**src/rtl/core/slbh_ram.sv**
```systemverilog
`timescale 1ns / 1ps
`default_nettype none
module slbh_ram #(
   parameter int unsigned WIDTH = 8,
   parameter int unsigned DEPTH = 4
) (
   input  wire logic                     clock,
   input  wire logic                     wr_en,
   input  wire logic [$clog2(DEPTH)-1:0] wr_addr,
   input  wire logic [WIDTH-1:0]         wr_data,
   input  wire logic                     rd_en,
   input  wire logic [$clog2(DEPTH)-1:0] rd_addr,
   output logic      [WIDTH-1:0]         rd_data
);

   logic [WIDTH-1:0] mem_ff [DEPTH];
   logic [WIDTH-1:0] rd_data_ff;

   always_ff @(posedge clock) begin
      if (wr_en) begin
         mem_ff[wr_addr] <= wr_data;
      end
      if (rd_en) begin
         rd_data_ff <= mem_ff[rd_addr];
      end
   end

   assign rd_data = rd_data_ff;

endmodule
`default_nettype wire
```
**config.mk**
```make
export PLATFORM = sky130hd
export DESIGN_NAME = slbh_ram
export DESIGN_NICKNAME = d
export VERILOG_FILES = /design/src/rtl/core/slbh_ram.sv
export SDC_FILE = /design/constraint.sdc
export NUM_CORES = 1
export LEC_CHECK = 0
export BUFFER_PORTS_ARGS = -buffer_cell sky130_fd_sc_hd__buf_2
export CORE_MARGIN = 8
export CORE_UTILIZATION = 40
export DETAILED_ROUTE_END_ITERATION = 12
export PLACE_DENSITY = 0.62
export SETUP_SLACK_MARGIN = 0.2
export SYNTH_ARGS = -nofsm -noshare
export SYNTH_HDL_FRONTEND = slang
export SYNTH_SLANG_ARGS = --single-unit
```
**constraint.sdc**
```tcl
create_clock -name clock -period 3.7 [get_ports clock]
set_input_delay 0.37 -clock clock [delete_from_list [all_inputs] [get_ports clock]]
set_output_delay 0.37 -clock clock [all_outputs]
set_load 0.05 [all_outputs]
```
# Yosys cells after proc, flatten, opt, wreduce, memory -nomap -nowiden
# Memory sizes are Yosys's and may differ from the RTL's. A register that Yosys moved wholly into a read port is not among the register bits.
# Index checks and enable logic that the tools add are counted.
# Widths: inputs -> output; s select.
dict set report classes {
  add_sub_neg 0
  mul 0
  div_mod_pow 0
  order_cmp 0
  n_eq_ne 0
  shifts 0
  mux 2
  bitwise 0
  n_reduce_logical 0
}
# cell count
set ops {}
lappend ops {{$mux 1} 2}
dict set report word_totals {
  regBits 0
  latch_bits 0
  ram_bits 32
  rom_bits 0
  n_memories 1
}
# name depth word_bits read_ports rd_clocked_by_memory_dff wr line_no
set mem_list {}
lappend mem_list {mem_ff 4 8 1 1 1 16} ;# logic [WIDTH-1:0] mem_ff [DEPTH];

# Logic depth before layout (Yosys ltp)
# Gate-level depths: netlist of run 1.
dict set report logic_depth {
  depth_word 2
  mapped_depth 2
}

# Worst setup path after synthesis of run 1
# No wires, ideal clock.
dict set report synth_path {
  path_kind {input to register}
  startpoint {input wr_addr[0]}
  endpoint {memory mem_ff[0][0] (enable)}
  setup_ns 0.385
  arrival_ns 1.049
  slack_ns 2.266
  cell_stages 1
  cell_sequence {nor3b_1}
}
# item line_no
set synth_lines {}
lappend synth_lines {{start: declaration} 9} ;# input wire logic [$clog2(DEPTH)-1:0] wr_addr,
lappend synth_lines {{end: declaration} 16}
# Straight into the memory's write port.

# Final worst setup path of run 1
dict set report layout_path {
  startpoint {register rd_data_ff[2] (netlist: rd_data[2]) (read register of mem_ff)}
  endpoint {output rd_data[2]}
}
# item line_no
set layout_lines {}
lappend layout_lines {{start: declaration} 17} ;# logic [WIDTH-1:0] rd_data_ff;
lappend layout_lines {{end: declaration} 13} ;# output logic [WIDTH-1:0] rd_data
# No word-level cell between the ends.

==> results of run 1 <==
cell families after synthesis:
group / share of synthesized area
buffers and inverters: 0.0114
DFF: 0.841
muxes: 0.126
and+or+nand+nor: 0.0219
placed cells by master (no fill, tap or decap):
cell / instances
and3_1: 1
and3b_1: 2
buf_2: 22
clkbuf_1: 2
clkbuf_4: 5
clkinv_1: 1
edfxtp_1: 40
mux4_2: 8
nor3b_2: 1
layout make-up:
type                            count  share of cell area
Clock buffer                        7              0.0276
Timing Repair Buffer               22              0.0674
Multi-Input combinational cell     12               0.132
Tap cell                           46              0.0352
Clock inverter                      1             0.00230
Sequential cell                    40               0.735
metrics by stage:
step | hold slack (ns) | worst slack [ns]
after CTS | 0.230 | 2.16
final | 0.239 | 2.40
after detailed placement | 0.587 | 1.78
after global placement | 0.584 | 1.82
after global routing | 0.233 | 2.33
after floorplan | 0.469 | 2.27
registers in the layout, indices dropped and copies added, names as in the netlist:
signal   cells
mem_ff      32
rd_data      8
final timing paths:
path	start	endpoint
max	rd_data[2]$_DFFE_PP_	rd_data[2]
min	wr_data[6]	mem_ff[1][6]$_DFFE_PP_
max reg2reg	mem_ff[0][4]$_DFFE_PP_	rd_data[4]$_DFFE_PP_
min reg2reg	mem_ff[2][4]$_DFFE_PP_	rd_data[4]$_DFFE_PP_
power by group through the flow:
stage,Combinational [mW],Sequential (mW),Clock (mW)
3_5_place_dp,0.0708,0.542,0
2_1_floorplan,0.0233,0.565,0
3_3_place_gp,0.0702,0.541,0
4_1_cts,0.0708,0.531,0.205
5_1_grt,0.0747,0.533,0.223
6_report,0.0695,0.531,0.199
routing by layer:
layer / global-route usage / wire length [µm] / vias up
li1: - / - / 285
met5: 0 / 0 / -
met3: 0.0355 / 154 / 6
met4: 0.0576 / 54 / 0
met1: 0.107 / 931 / 321
met2: 0.126 / 1030 / 21
==> impl_results.md, run 1 <==
* Die Height at approximately 76 µm
* Final Hold Viols at 0
* Yosys cell types at 7
* Syn_nets at 69
* Status: completed
* Layout cells sized above 1 at 0.439
* Post-synth top area cell: edfxtp_1
* Placed cell area at between 0.0015 and 0.002 mm²
* Sequential cell fraction of total power at 0.664
* Post-Place Cells at 120
* Initial antenna violation count at 0
* Main flop type after synthesis: edfxtp_1
* Overall power at 0.799 mW
* Setup violations, final at 0
* Cts hold-fix bufs at 0
* Max Cap Viol at 0
* Ant diodes at 0
* Clock sinks at 40
* Worst Path Max Fanout at 1
* Number of flops mapped to enable cells by yosys at 40
* Final cycle utilization of the critical path at 0.351
* H-Tree Depth at 2
* Seq cells post-synth at 40
* Final max-slew violation count at 0
* Crit-path cells: buf_2
* Tightest Pin Transition at about 0.67 ns
* FF-to-FF setup slack at between 2 and 3 ns
* Residual DRC count at 0
* RSZ-0062 raised after global routing: false
* Worst endpoint required time at around 3.3 ns
* Worst path bufs/invs at 1
* Slowest library cell on the worst path: edfxtp_1
* Switch share at 0.221
* Post-synth top cells: edfxtp_1 (40), mux4_2 (8), and3b_1 (2)
* Max_slew headroom at 0.553
* Antenna Violating Nets Remaining at 0
* Clk Latency, worst-skew pair at roughly 0.34 ns
* Overall Global Routing Usage at 0.0882
* Reg2reg path depth at 1
* Asr flop ratio synth at 0
* Initial DRC Count at 76
* Number of global-route vias before repair at 673
* Hold Path Depth at 1
* Floorplan row count at 21
* RD Place Congestion at 0.666
* F_max at 0.769 GHz
* Drt total wl at between 2000 and 2500 µm
* Filler cells at 285
* CTS tree: done
* Setup TNS at 0 ns
* Hold WC Path Type: in -> reg
* Combinational power share at 0.087
* CTS Buf Count at 5
* Cells after Synth at 54
* Post-Syn Area at 0.00143 mm²
* Register Area at 0.00120 mm²
* Slowest stage delay, CP at 0.33 ns
* GRT overflow at 0
* Worst Path Arrival at ~0.93 ns
* Largest net degree at the start of global routing at 12
* CORE AREA at between 0.003 and 0.004 mm²
* Clock skew at 0.0118 ns
* Resized cells post-CTS at 0
* Finished Layout Cells at approximately 130
* Setup bufs post-CTS at 0
* WL per Instance at 17.0 µm
* Min Tclk post-route at 1.30 ns
* First-pass GRT wire length at 3450 µm
* Top area cells in the synthesized netlist: edfxtp_1 (84%), mux4_2 (13%), and3b_1 (1.2%), buf_6 (0.79%), nor3b_1 (0.53%)
* Ys Warns at 0
* Final core occ at 0.482
* Final non-filler cell area at 0.00163 mm²
* CP Depth at 1
* CP Capture Type: output port
* I/O pins at 23
* Die area at 0.00574 mm²
* Leakage at 0.559 nW
* Nets at 96
* Footprint of the multi-input gates at 216 µm²
* Mean Syn Cell Area at about 26 µm²
* Clk slew on worst S/H paths at 0.11 ns
* Clock power frac at 0.249
* Initial Util at 0.422
* Die Span X at 75.8 µm
* Root buf cell: clkbuf_4
* Setup CP Type: reg -> out
* Drt pass-1 iters at 2
* P&R area growth vs syn at 14.4%
* Pwr/cell area at about 490 mW/mm²
* NetSw at 0.176 mW
* Most frequent cell after synthesis: edfxtp_1
* CP delay by family, top: flip-flops
* Vias at 633
* Drt via density at roughly 5
* VDD IR max at 217 µV
* Seq/Total Area, Yosys at 0.841
* Number of I/O port buffers at 22
* Critical path startpoint category: register
* Synth top area share at 0.841
* Design internal power at 0.623 mW
* Clk buf depth at 2
(Power assumes the default switching activity.)
==> inputs of run 2 (changes only) <==
PLACE_DENSITY = 0.64   (was 0.62)
clock period = 1.1 ns   (was 3.7 ns; I/O delays follow)
==> run 2 against run 1 <==
Compared with the run above: the flow now finishes with violations (setup timing); cell count rose by 10%; via count rose by 7.7%; wire length increased by 0.87%; clock power rose to 3.3 times the previous value; sequential share of layout area shrank 8.7 points; global-route usage about the same; critical path depth unchanged.
==> impl_results.md, run 2 (synthesis gave the netlist of run 1 again) <==
* Status: finished with violations (was completed)
* Failing checks: setup timing
* Final cycle utilization of the critical path at 1.00
* Clk slew on worst S/H paths at 0.11 ns (about the same)
* Overall power at 2.77 mW (was 0.799 mW)
* Critical path startpoint category: register (unchanged)
* Overall Global Routing Usage at 0.0880 (was 0.0882)
* Clock skew at 0.0101 ns (was 0.0118 ns)
* Floorplan row count at 21 (unchanged)
* Worst path bufs/invs at 0 (was 1)
* I/O pins at 23 (unchanged)
* Die area at 0.00574 mm² (unchanged)
* P&R area growth vs syn at 29.8% (was 14.4%)
* RSZ-0062 raised after global routing: true (was false)
* Filler cells at 261 (was 285)
* Crit-path cells: mux4_2 (was buf_2)
* Placed cell area at 0.00167 mm² (was 0.00158 mm²)
* Leakage at 0.655 nW (was 0.559 nW)
* F_max at 0.906 GHz
* Setup violations, final at 3 (was 0)
* CTS Buf Count at 5 (unchanged)
* Setup TNS at -0.00926 ns (was 0 ns)
* Register Area at 0.00120 mm² (unchanged)
* Sequential cell fraction of total power at 0.647 (was 0.664)
* Number of I/O port buffers at 22 (unchanged)
* Worst Path Arrival at 1.19 ns (was 0.93 ns)
* Commonest cells after routing, fill and taps aside: edfxtp_1 (40), buf_2 (14), mux4_2 (8), dlygate4sd3_1 (8), buf_6 (8) (was edfxtp_1 (40), buf_2 (22), mux4_2 (8))
* Max Cap Viol at 0 (unchanged)
* Antenna Violating Nets Remaining at 0 (unchanged)
* CORE AREA at 0.00339 mm² (unchanged)
* Drt total wl at 2190 µm (was 2170 µm)
* Place WS at -0.0484 ns (was 1.78 ns)
* Drt pass-1 iters at 4 (was 2)
* Ant diodes at 0 (unchanged)
* CP delay by family, top: multiplexers (was flip-flops)
* NetSw at 0.615 mW (was 0.176 mW)
* Worst hold slack at 0.102 ns (was 0.239 ns)
* Footprint of the multi-input gates at 216 µm² (unchanged)
* Layout cells sized above 1 at 0.453 (was 0.439)
* Vias at 682 (was 633)
* Combinational power share at 0.113 (was 0.087)
* Final non-filler cell area at 0.00185 mm² (was 0.00163 mm²)
* Clk buf depth at 2 (unchanged)
* Number of global-route vias before repair at 739 (was 673)
* Initial Util at 0.422 (unchanged)
* Routed wl met3 at 152 µm (was 154 µm)
* H-Tree Depth at 2 (unchanged)
* Pwr/cell area at 1490 mW/mm² (was 489 mW/mm²)
* Routed met1 length at 804 µm (was 931 µm)
* Initial antenna violation count at 0 (unchanged)
* First-pass GRT wire length at 3370 µm (was 3450 µm)
* CTS tree: done (unchanged)
* Max reg flops at 32 (unchanged)
* Switch share at 0.222 (was 0.221)
* Initial DRC Count at 56 (was 76)
* RD Place Congestion at 0.709 (was 0.666)
* Met2 WL post-DR at 1170 µm (was 1030 µm)
* CP Capture Type: register (was output port)
* Slowest library cell on the worst path: mux4_2 (was edfxtp_1)
* GRT overflow at 0 (unchanged)
* Worst Path Max Fanout at 1 (unchanged)
* Hold WC Path Type: in -> reg (unchanged)
* Nets at 109 (was 96)
* Most flop-heavy register: mem_ff (unchanged)
* Worst endpoint required time at 1.19 ns (was 3.33 ns)
* Largest net degree at the start of global routing at 13 (was 12)
* Clock sinks at 40 (unchanged)
* Min Tclk post-route at between 1 and 1.5 ns
* Die Height at 75.8 µm (unchanged)
* Worst Slack Setup Final at -0.00342 ns (was 2.40 ns)
* Top Layer Used: met4 (unchanged)
* Drt via density at 4.84 (was 4.95)
* Most common cell after layout, fill and taps aside: edfxtp_1 (unchanged)
* Final max-slew violation count at 0 (unchanged)
* WL per Instance at 15.5 µm (was 17.0 µm)
* Clk Latency, worst-skew pair at 0.34 ns (about the same)
* Design internal power at 2.15 mW (was 0.623 mW)
* Root buf cell: clkbuf_4 (unchanged)
* Tightest Pin Transition at 0.205 ns (was 0.668 ns)
* Max_slew headroom at 0.863 (was 0.553)
* Clock power frac at 0.240 (was 0.249)
* Slowest stage delay, CP at 0.47 ns (was 0.33 ns)
* Setup CP Type: reg -> reg (was reg -> out)
* Final Hold Viols at 0 (unchanged)
* Die Span X at 75.8 µm (unchanged)
* VDD IR max at 660 µV (was 217 µV)
* Residual DRC count at 0 (unchanged)
[run 2: power groups by stage]
stage / clock network [mW] / registers, mW / logic [mW]
after CTS: 0.690 / 1.79 / 0.316
final: 0.665 / 1.79 / 0.312
after floorplan: 0 / 1.90 / 0.0791
after global routing: 0.743 / 1.80 / 0.328
after global placement: 0 / 1.82 / 0.263
after detailed placement: 0 / 1.82 / 0.268
[run 2: layer usage]
metal	vias to the layer above	global-route usage
li1	313	-
met1	341	0.0836
met2	23	0.146
met3	5	0.0408
met4	0	0.0640
met5	-	0
[run 2: metrics by stage]
| step | cells | util |
|---|---|---|
| floorplan | 54 | - |
| global placement | 125 | 0.494 |
| detailed placement | 125 | 0.494 |
| CTS | 141 | 0.547 |
| global route | 141 | 0.547 |
| finish | 141 | 0.547 |
[run 2: layout make-up]
cell class	instances	share of cell area
Tap cell	46	0.0310
Multi-Input combinational cell	12	0.117
Clock buffer	5	0.0202
Timing Repair Buffer	35	0.177
Sequential cell	40	0.648
Clock inverter	3	0.00742
[run 2: final timing paths]
| check | cells after the start | from | end | slack [ns] |
|---|---|---|---|---|
| hold reg to reg | 1 | mem_ff[3][2]$_DFFE_PP_ | rd_data[2]$_DFFE_PP_ | 0.64 |
| setup / recovery | 1 | mem_ff[3][0]$_DFFE_PP_ | rd_data[0]$_DFFE_PP_ | -0.003 |
| setup reg to reg | 1 | mem_ff[3][0]$_DFFE_PP_ | rd_data[0]$_DFFE_PP_ | -0.003 |
| hold / removal | 1 | rd_en | rd_data[5]$_DFFE_PP_ | 0.10 |
[run 2: what timing repair did]
item,in CTS,in global routing
buffers inserted,0,0
hold endpoints to repair,32,0
setup endpoints to repair,16,16
gates cloned,0,0
hold buffers,8,0
resized for setup,16,0
